[src/design/skf_pkg.sv]
// Shared types, widths and constants of the scalar Kalman filter unit.
`default_nettype none

package skf_pkg;

    localparam int VALUE_WIDTH   = 32;
    localparam int FRACTION_BITS = 16;
    localparam int GAIN_W        = FRACTION_BITS + 1;
    localparam int MAG_W         = VALUE_WIDTH + 1;
    localparam int ALU_W         = VALUE_WIDTH + 2;
    localparam int PROD_W        = MAG_W + GAIN_W;
    localparam int CNT_W         = $clog2(FRACTION_BITS);
    localparam int CFG_IDX_W     = 2;

    localparam logic [VALUE_WIDTH-1:0] VAR_RESET =
        VALUE_WIDTH'(((2 << FRACTION_BITS) + 50) / 100);
    localparam logic [VALUE_WIDTH-1:0] Q_RESET =
        VALUE_WIDTH'(((1 << FRACTION_BITS) + 50) / 100);
    localparam logic [VALUE_WIDTH-1:0] R_RESET =
        VALUE_WIDTH'(5 << FRACTION_BITS);
    localparam logic [GAIN_W-1:0] GAIN_ONE = GAIN_W'(1) << FRACTION_BITS;

    localparam logic [CFG_IDX_W-1:0] REG_PROCESS_NOISE     = CFG_IDX_W'(0);
    localparam logic [CFG_IDX_W-1:0] REG_MEASUREMENT_NOISE = CFG_IDX_W'(1);

    typedef enum logic [0:0] {
        ALU_ADD,
        ALU_SUB
    } alu_op_t;

    typedef enum logic [3:0] {
        PH_IDLE,
        PH_PRED,
        PH_DEN,
        PH_DIV0,
        PH_DIV,
        PH_ONEM,
        PH_ERR,
        PH_ABS,
        PH_MULE,
        PH_UPD,
        PH_MULP,
        PH_VAR,
        PH_DONE
    } phase_t;

    typedef struct packed {
        phase_t phase;
        logic   ready;
        logic   load_out;
    } ctrl_t;

    typedef struct packed {
        logic den_zero;
        logic out_free;
    } stat_t;

endpackage

`default_nettype wire

[src/design/skf_alu.sv]
// Shared add/subtract unit; the top carry bit doubles as borrow flag.
`default_nettype none

module skf_alu
    import skf_pkg::*;
(
    input  alu_op_t          op,
    input  logic [ALU_W-1:0] a,
    input  logic [ALU_W-1:0] b,
    output logic [ALU_W:0]   res
);

    always_comb begin
        case (op)
            ALU_ADD: res = {1'b0, a} + {1'b0, b};
            ALU_SUB: res = {1'b0, a} - {1'b0, b};
            default: res = {1'b0, a};
        endcase
    end

endmodule

`default_nettype wire

[src/design/skf_seq.sv]
// Sequencer: steps one sample through the shared adder and multiplier.
`default_nettype none

module skf_seq
    import skf_pkg::*;
(
    input  logic  aclk,
    input  logic  aresetn,
    input  logic  s_valid,
    input  stat_t stat,
    output ctrl_t ctrl
);

    phase_t           phase_reg, phase_next;
    logic [CNT_W-1:0] cnt_reg, cnt_next;

    always_ff @(posedge aclk) begin
        if (!aresetn) begin
            phase_reg <= PH_IDLE;
            cnt_reg   <= '0;
        end else begin
            phase_reg <= phase_next;
            cnt_reg   <= cnt_next;
        end
    end

    always_comb begin
        phase_next     = phase_reg;
        cnt_next       = cnt_reg;
        ctrl.phase     = phase_reg;
        ctrl.ready     = 1'b0;
        ctrl.load_out  = 1'b0;
        case (phase_reg)
            PH_IDLE: begin
                ctrl.ready = 1'b1;
                if (s_valid) begin
                    phase_next = PH_PRED;
                end
            end
            PH_PRED: phase_next = PH_DEN;
            PH_DEN: begin
                phase_next = stat.den_zero ? PH_ONEM : PH_DIV0;
            end
            PH_DIV0: begin
                cnt_next   = '0;
                phase_next = PH_DIV;
            end
            PH_DIV: begin
                if (cnt_reg == CNT_W'(FRACTION_BITS - 1)) begin
                    phase_next = PH_ONEM;
                end else begin
                    cnt_next = cnt_reg + 1'b1;
                end
            end
            PH_ONEM: phase_next = PH_ERR;
            PH_ERR:  phase_next = PH_ABS;
            PH_ABS:  phase_next = PH_MULE;
            PH_MULE: phase_next = PH_UPD;
            PH_UPD:  phase_next = PH_MULP;
            PH_MULP: phase_next = PH_VAR;
            PH_VAR:  phase_next = PH_DONE;
            PH_DONE: begin
                if (stat.out_free) begin
                    ctrl.load_out = 1'b1;
                    phase_next    = PH_IDLE;
                end
            end
            default: phase_next = PH_IDLE;
        endcase
    end

endmodule

`default_nettype wire

[src/design/scalar_kalman_filter_unit.sv]
// Top level: scalar Kalman filter datapath, config registers and result register.
`default_nettype none

// One sample is taken while idle; the next sample is taken only after the
// result of the last one has been loaded into the output register. The gain
// divider is restoring, one quotient bit per cycle through the single shared
// adder; when the predicted variance plus measurement noise is zero the
// division is skipped and the gain is set to one. A finished result waits in
// the output register while the next sample is being processed; the block
// stalls before overwriting it. Config writes take effect at once, so make
// them only while the block is idle with no sample in flight.
module scalar_kalman_filter_unit
    import skf_pkg::*;
(
    input  logic                          aclk,
    input  logic                          aresetn,
    input  logic                          cfg_wr_en,
    input  logic [CFG_IDX_W-1:0]          cfg_index,
    input  logic [VALUE_WIDTH-1:0]        cfg_wr_data,
    input  logic                          s_valid,
    output logic                          s_ready,
    input  logic signed [VALUE_WIDTH-1:0] s_sample,
    output logic                          m_valid,
    input  logic                          m_ready,
    output logic signed [VALUE_WIDTH-1:0] m_estimate,
    output logic [GAIN_W-1:0]             m_gain
);

    ctrl_t ctrl;
    stat_t stat;

    logic [VALUE_WIDTH-1:0] q_reg, q_next;
    logic [VALUE_WIDTH-1:0] r_reg, r_next;
    logic [VALUE_WIDTH-1:0] ev_reg, ev_next;
    logic [VALUE_WIDTH-1:0] fv_reg, fv_next;
    logic [VALUE_WIDTH-1:0] sample_reg, sample_next;
    logic [VALUE_WIDTH-1:0] pred_reg, pred_next;
    logic [MAG_W-1:0]       den_reg, den_next;
    logic [ALU_W-1:0]       rem_reg, rem_next;
    logic [GAIN_W-1:0]      quo_reg, quo_next;
    logic [GAIN_W-1:0]      kc_reg, kc_next;
    logic [MAG_W-1:0]       err_reg, err_next;
    logic [MAG_W-1:0]       mag_reg, mag_next;
    logic                   neg_reg, neg_next;
    logic [PROD_W-1:0]      prod_reg, prod_next;
    logic                   m_valid_reg, m_valid_next;
    logic [VALUE_WIDTH-1:0] est_reg;
    logic [GAIN_W-1:0]      gain_reg;

    alu_op_t          alu_op;
    logic [ALU_W-1:0] alu_a, alu_b;
    logic [ALU_W:0]   alu_res;
    logic [ALU_W-1:0] rem_shift;
    logic             div_ge;
    logic [MAG_W-1:0] mul_a;
    logic [GAIN_W-1:0] mul_b;

    skf_seq u_seq (
        .aclk    (aclk),
        .aresetn (aresetn),
        .s_valid (s_valid),
        .stat    (stat),
        .ctrl    (ctrl)
    );

    skf_alu u_alu (
        .op  (alu_op),
        .a   (alu_a),
        .b   (alu_b),
        .res (alu_res)
    );

    assign s_ready    = ctrl.ready;
    assign m_valid    = m_valid_reg;
    assign m_estimate = est_reg;
    assign m_gain     = gain_reg;

    assign rem_shift     = {rem_reg[ALU_W-2:0], 1'b0};
    assign div_ge        = !alu_res[ALU_W];
    assign stat.den_zero = (alu_res[VALUE_WIDTH:0] == '0);
    assign stat.out_free = !m_valid_reg || m_ready;

    // operand select for the shared adder and multiplier
    always_comb begin
        alu_op = ALU_ADD;
        alu_a  = '0;
        alu_b  = '0;
        mul_a  = mag_reg;
        mul_b  = quo_reg;
        case (ctrl.phase)
            PH_PRED: begin
                alu_a = ALU_W'(ev_reg);
                alu_b = ALU_W'(q_reg);
            end
            PH_DEN: begin
                alu_a = ALU_W'(pred_reg);
                alu_b = ALU_W'(r_reg);
            end
            PH_DIV0: begin
                alu_op = ALU_SUB;
                alu_a  = rem_reg;
                alu_b  = ALU_W'(den_reg);
            end
            PH_DIV: begin
                alu_op = ALU_SUB;
                alu_a  = rem_shift;
                alu_b  = ALU_W'(den_reg);
            end
            PH_ONEM: begin
                alu_op = ALU_SUB;
                alu_a  = ALU_W'(GAIN_ONE);
                alu_b  = ALU_W'(quo_reg);
            end
            PH_ERR: begin
                alu_op = ALU_SUB;
                alu_a  = {{2{sample_reg[VALUE_WIDTH-1]}}, sample_reg};
                alu_b  = {{2{fv_reg[VALUE_WIDTH-1]}}, fv_reg};
            end
            PH_ABS: begin
                alu_op = ALU_SUB;
                alu_b  = {err_reg[MAG_W-1], err_reg};
            end
            PH_UPD: begin
                alu_op = neg_reg ? ALU_SUB : ALU_ADD;
                alu_a  = {{2{fv_reg[VALUE_WIDTH-1]}}, fv_reg};
                alu_b  = prod_reg[PROD_W-1:FRACTION_BITS];
            end
            PH_MULP: begin
                mul_a = {1'b0, pred_reg};
                mul_b = kc_reg;
            end
            default: begin
                alu_op = ALU_ADD;
            end
        endcase
    end

    always_comb begin
        q_next       = q_reg;
        r_next       = r_reg;
        ev_next      = ev_reg;
        fv_next      = fv_reg;
        sample_next  = sample_reg;
        pred_next    = pred_reg;
        den_next     = den_reg;
        rem_next     = rem_reg;
        quo_next     = quo_reg;
        kc_next      = kc_reg;
        err_next     = err_reg;
        mag_next     = mag_reg;
        neg_next     = neg_reg;
        prod_next    = prod_reg;
        m_valid_next = m_valid_reg && !m_ready;

        if (cfg_wr_en) begin
            case (cfg_index)
                REG_PROCESS_NOISE:     q_next = cfg_wr_data;
                REG_MEASUREMENT_NOISE: r_next = cfg_wr_data;
                default: ;
            endcase
        end

        case (ctrl.phase)
            PH_IDLE: begin
                if (s_valid) begin
                    sample_next = s_sample;
                end
            end
            PH_PRED: begin
                pred_next = alu_res[VALUE_WIDTH] ? '1 : alu_res[VALUE_WIDTH-1:0];
            end
            PH_DEN: begin
                den_next = alu_res[VALUE_WIDTH:0];
                rem_next = ALU_W'(pred_reg);
                quo_next = stat.den_zero ? GAIN_ONE : '0;
            end
            PH_DIV0: begin
                rem_next = div_ge ? alu_res[ALU_W-1:0] : rem_reg;
                quo_next = {quo_reg[GAIN_W-2:0], div_ge};
            end
            PH_DIV: begin
                rem_next = div_ge ? alu_res[ALU_W-1:0] : rem_shift;
                quo_next = {quo_reg[GAIN_W-2:0], div_ge};
            end
            PH_ONEM: kc_next  = alu_res[GAIN_W-1:0];
            PH_ERR:  err_next = alu_res[MAG_W-1:0];
            PH_ABS: begin
                neg_next = err_reg[MAG_W-1];
                mag_next = err_reg[MAG_W-1] ? alu_res[MAG_W-1:0] : err_reg;
            end
            PH_MULE, PH_MULP: begin
                prod_next = PROD_W'(mul_a) * PROD_W'(mul_b);
            end
            PH_UPD:  fv_next = alu_res[VALUE_WIDTH-1:0];
            PH_VAR:  ev_next = prod_reg[FRACTION_BITS +: VALUE_WIDTH];
            default: ;
        endcase

        if (ctrl.load_out) begin
            m_valid_next = 1'b1;
        end
    end

    always_ff @(posedge aclk) begin
        if (!aresetn) begin
            q_reg       <= Q_RESET;
            r_reg       <= R_RESET;
            ev_reg      <= VAR_RESET;
            fv_reg      <= '0;
            m_valid_reg <= 1'b0;
        end else begin
            q_reg       <= q_next;
            r_reg       <= r_next;
            ev_reg      <= ev_next;
            fv_reg      <= fv_next;
            m_valid_reg <= m_valid_next;
        end
    end

    always_ff @(posedge aclk) begin
        sample_reg <= sample_next;
        pred_reg   <= pred_next;
        den_reg    <= den_next;
        rem_reg    <= rem_next;
        quo_reg    <= quo_next;
        kc_reg     <= kc_next;
        err_reg    <= err_next;
        mag_reg    <= mag_next;
        neg_reg    <= neg_next;
        prod_reg   <= prod_next;
        if (ctrl.load_out) begin
            est_reg  <= fv_reg;
            gain_reg <= quo_reg;
        end
    end

    // gain never exceeds 1.0
    assert property (@(posedge aclk) disable iff (!aresetn)
        m_valid_reg |-> (gain_reg <= GAIN_ONE))
        else $error("gain above one");

    // partial remainder stays below the divisor during iteration
    assert property (@(posedge aclk) disable iff (!aresetn)
        (ctrl.phase == PH_DIV) |-> (rem_reg < ALU_W'(den_reg)))
        else $error("remainder not below divisor");

    // scaled correction never exceeds the error magnitude
    assert property (@(posedge aclk) disable iff (!aresetn)
        (ctrl.phase == PH_UPD) |-> (prod_reg[PROD_W-1:FRACTION_BITS] <= ALU_W'(mag_reg)))
        else $error("correction larger than error");

    // a pending result is never overwritten
    assert property (@(posedge aclk) disable iff (!aresetn)
        ctrl.load_out |-> (!m_valid_reg || m_ready))
        else $error("result overwritten");

    // no new sample while a sample is in flight
    assert property (@(posedge aclk) disable iff (!aresetn)
        (s_valid && s_ready) |=> !s_ready)
        else $error("transfer during processing");

endmodule

`default_nettype wire
[config.mk]
export PLATFORM = sky130hd
export DESIGN_NAME = scalar_kalman_filter_unit
export DESIGN_NICKNAME = d
export VERILOG_FILES = /design/src/design/skf_pkg.sv /design/src/design/skf_alu.sv /design/src/design/skf_seq.sv /design/src/design/scalar_kalman_filter_unit.sv
export SDC_FILE = /design/constraint.sdc
export NUM_CORES = 2
export LEC_CHECK = 0
export BUFFER_PORTS_ARGS = -buffer_cell sky130_fd_sc_hd__buf_4
export CORE_MARGIN = 5
export CORE_UTILIZATION = 26
export CTS_CLUSTER_SIZE = 8
export DETAILED_ROUTE_END_ITERATION = 8
export GPL_TIMING_DRIVEN = 0
export SKIP_LAST_GASP = 1
export SLEW_MARGIN = 20
export SYNTH_ARGS = -nofsm -noshare
export SYNTH_HDL_FRONTEND = slang
export SYNTH_SLANG_ARGS = --single-unit
[constraint.sdc]
create_clock -name aclk -period 12.4 [get_ports aclk]
set_clock_uncertainty 0.2 [all_clocks]
set_input_delay 2.48 -clock aclk [delete_from_list [all_inputs] [get_ports aclk]]
set_output_delay 2.48 -clock aclk [all_outputs]
set_load 0.01 [all_outputs]
==> impl_results.md <==
* Final min period at around 12 ns
* Clock Latency Late Sink at 0.64 ns
* Vias in the first global route at between 30000 and 40000
* Routed len/inst at roughly 25 um
* HPWL Detailed at between 100000 and 150000 um
* Post-synth top flop: edfxtp_1
* Initial Utilization at 0.261
* Reg clk slew, reported paths at approximately 0.06 ns
* Mapped Cells at 4067
* Final Hold Slack at 0.266 ns
* Hold/Removal Path Class: reg2reg
* Die area at between 150000 and 200000 sq um
* CP startpoint kind: flip-flop
* # port buffers at 121
* NetSw at just over 7000 uW
* Dpl ws at about 0.43 ns
* Async S/R FF share, synth at 0
* CTS Buf Count at 69
* Post-DR vias/cell at between 5 and 6
* Crit path buffers/inverters at 11
* Cell Area, Synth at 39000 sq um
* Critical Path RT at around 13 ns
* RR Startpoint: u_seq.phase_reg[3]
* Crit path to: prod_reg[32]
* CP delay by family, top: adder cells
* R2R cell count at 33
* Fillcell total at 15744
* CP max-delay cell: a21boi_0
* Vias at 32207
* Most frequent CP cell: fa_1
* Capture point of the worst reg-to-reg path: prod_reg[32]
* Internal power at 7010 uW
* P_leak at about 0.019 uW
* CTS tree: built
* CTS H-tree depth at 3
* Synth top area share at 0.243
* Die W at 397 um
* Post-Syn Nets at 4759
* Setup Total Neg Slack at 0 ns
* Critical path class: reg2reg
* Crit end category: flip-flop
* RePlAce Congestion at 0.999
* Critical Path Source: u_seq.phase_reg[3]
* Seq/Total Area, Yosys at 0.313
* Final worst setup slack at 0.597 ns
* Slew headroom at 0.149
* Worst-path fanout max at 10
* Max-slew violations at 0
* # IOs at around 120
* Share of cells above drive strength 1 at 0.0813
* Detailed Route WL at ~160000 um
* Library cells used by synthesis at 90
* Crit path depth at 33
* Unrepaired setup endpoints after global routing: no
* Yosys warning count at 0
* Switching share of power at 0.508
* F_max at 0.0847 GHz
* Initial DRC Count at 3597
* Clock group share of total power at 0.129
* Overflow after GRT at 0
* Final ANT Viol Nets at 0
* Synth area leaders: edfxtp_1, fa_1, nand2_1
* Row cnt at 142
* Die Height at 397 um
* Max Buffers Root-to-Sink at 3
* FF+latch count, synth at roughly 450
* Setup Viol. Count Final at 0
* Drt drc at 0
* Sequential share of power at 0.185
* Pre-antenna DRT Iters at 6
* CTS Sinks at between 400 and 500
* CP max stage delay at 0.76 ns
* Total power at between 10000 and 15000 uW
* Status: finished clean
* Worst Tran Pin Value at 1.24 ns
* Combinational share of power at 0.686
* CTS root buffer: clkbuf_16
* Pwr/cell area at roughly 320 nW/um^2
* First-pass GRT wire length at 225000 um
* Core Region at 149000 sq um
* Final Cycle Share at 0.952
* Post-Synthesis Mean Instance Area at 9.58 sq um
* Initial antenna violation count at 5
* CP arrival at 11.99 ns
* Pin count of the biggest net entering global routing at 43
* Post-synth top area cell: edfxtp_1
* R2R setup slack at approximately 0.60 ns
* Area Growth Syn to Fin at 15.2%
* Max-Cap Viols at 0
* Final Util at 0.300
* Gr usage total at 0.195
* Nets at ~5000
* Final hold vios at 0
* IR drop worst, VDD at 0.000644 V
* Post-synth EDFFs at 315
==> layer usage <==
layer	routed length, um	up-vias	track usage	share of wire
met5	23	-	0	0.00015
met4	8800	4	0.0920	0.056
met3	15000	301	0.0391	0.095
met2	67300	1768	0.293	0.43
met1	65800	16294	0.270	0.42
li1	-	13840	-	-
==> metrics by stage <==
stage	area, sq um	instances
3_5_place_dp	42800	6225
5_1_grt	44900	6346
3_3_place_gp	42400	6204
2_1_floorplan	39000	4067
4_1_cts	44900	6346
6_report	44900	6349
==> power groups by stage <==
stage / clock network [uW] / logic [uW] / registers [uW]
after floorplan: 0 / 6430 / 2460
after global placement: 0 / 9720 / 2670
after detailed placement: 0 / 9860 / 2660
after CTS: 1860 / 9940 / 2630
after global routing: 1920 / 10800 / 2630
final: 1830 / 9780 / 2640
==> kinds of logic after synthesis <==
family | synth area share
AND/OR/NAND/NOR | 0.159
XOR/XNOR | 0.0209
flip-flops | 0.313
adder cells (fa/ha/maj) | 0.289
multiplexers | 0.0297
AO/OA/AOI/OAI | 0.113
buffers and inverters | 0.0761
==> layout by cell type, fill, tap and decap left out, types with 29 or more instances in the layout <==
cell type / netlist / routed
a21boi_0: 106 / 105
a21o_1: 32 / 32
a21oi_1: 87 / 86
a221o_1: 44 / 44
a22oi_1: 107 / 107
and2_1: 59 / 58
buf_2: 24 / 29
buf_4: 3 / 129
clkbuf_1: 168 / 202
clkbuf_16: 0 / 70
dfxtp_1: 137 / 137
edfxtp_1: 315 / 315
fa_1: 463 / 463
ha_1: 158 / 158
inv_1: 563 / 562
mux2_2: 36 / 36
mux2i_1: 75 / 69
nand2_1: 878 / 878
nand3_1: 63 / 63
nor2_1: 223 / 222
nor2b_1: 29 / 29
o21ai_0: 58 / 58
xnor2_1: 52 / 50
xor2_1: 39 / 39
==> repair_timing <==
| action | 4_1_cts | 5_1_grt |
|---|---|---|
| gates resized for setup | 0 | 1 |
| setup buffers | 0 | 0 |
| hold buffers | 0 | 0 |
| endpoints found under the setup margin | 0 | 1 |
==> cell type report <==
type	instances	area, sq um	area share
Buffer	208	855	0.0190
Antenna cell	3	7.51	0.000167
Tap cell	2016	2520	0.0562
Clock buffer	110	1920	0.0428
Multi-Input combinational cell	2842	23900	0.533
Sequential cell	452	12200	0.272
Timing Repair Buffer	142	1190	0.0266
Clock inverter	11	151	0.00337
Inverter	565	2120	0.0473
==> cells in the mapped netlist, types with 39 or more instances <==
cell type / count
a21boi_0: 106
a21oi_1: 87
a221o_1: 44
a22oi_1: 107
and2_1: 59
clkbuf_1: 168
dfxtp_1: 137
edfxtp_1: 315
fa_1: 463
ha_1: 158
inv_1: 563
mux2i_1: 75
nand2_1: 878
nand3_1: 63
nor2_1: 223
o21ai_0: 58
xnor2_1: 52
xor2_1: 39
==> how the worst min path moves through the flow <==
stage	start	to	slack (ns)	cells after the start
CTS	err_reg[32]	neg_reg	0.26	0
finish	err_reg[32]	neg_reg	0.27	0
global placement	err_reg[32]	neg_reg	0.23	0
floorplan	err_reg[32]	neg_reg	0.22	0
detailed placement	err_reg[32]	neg_reg	0.24	0
global route	err_reg[32]	neg_reg	0.27	0
(Power assumes the default switching activity.)
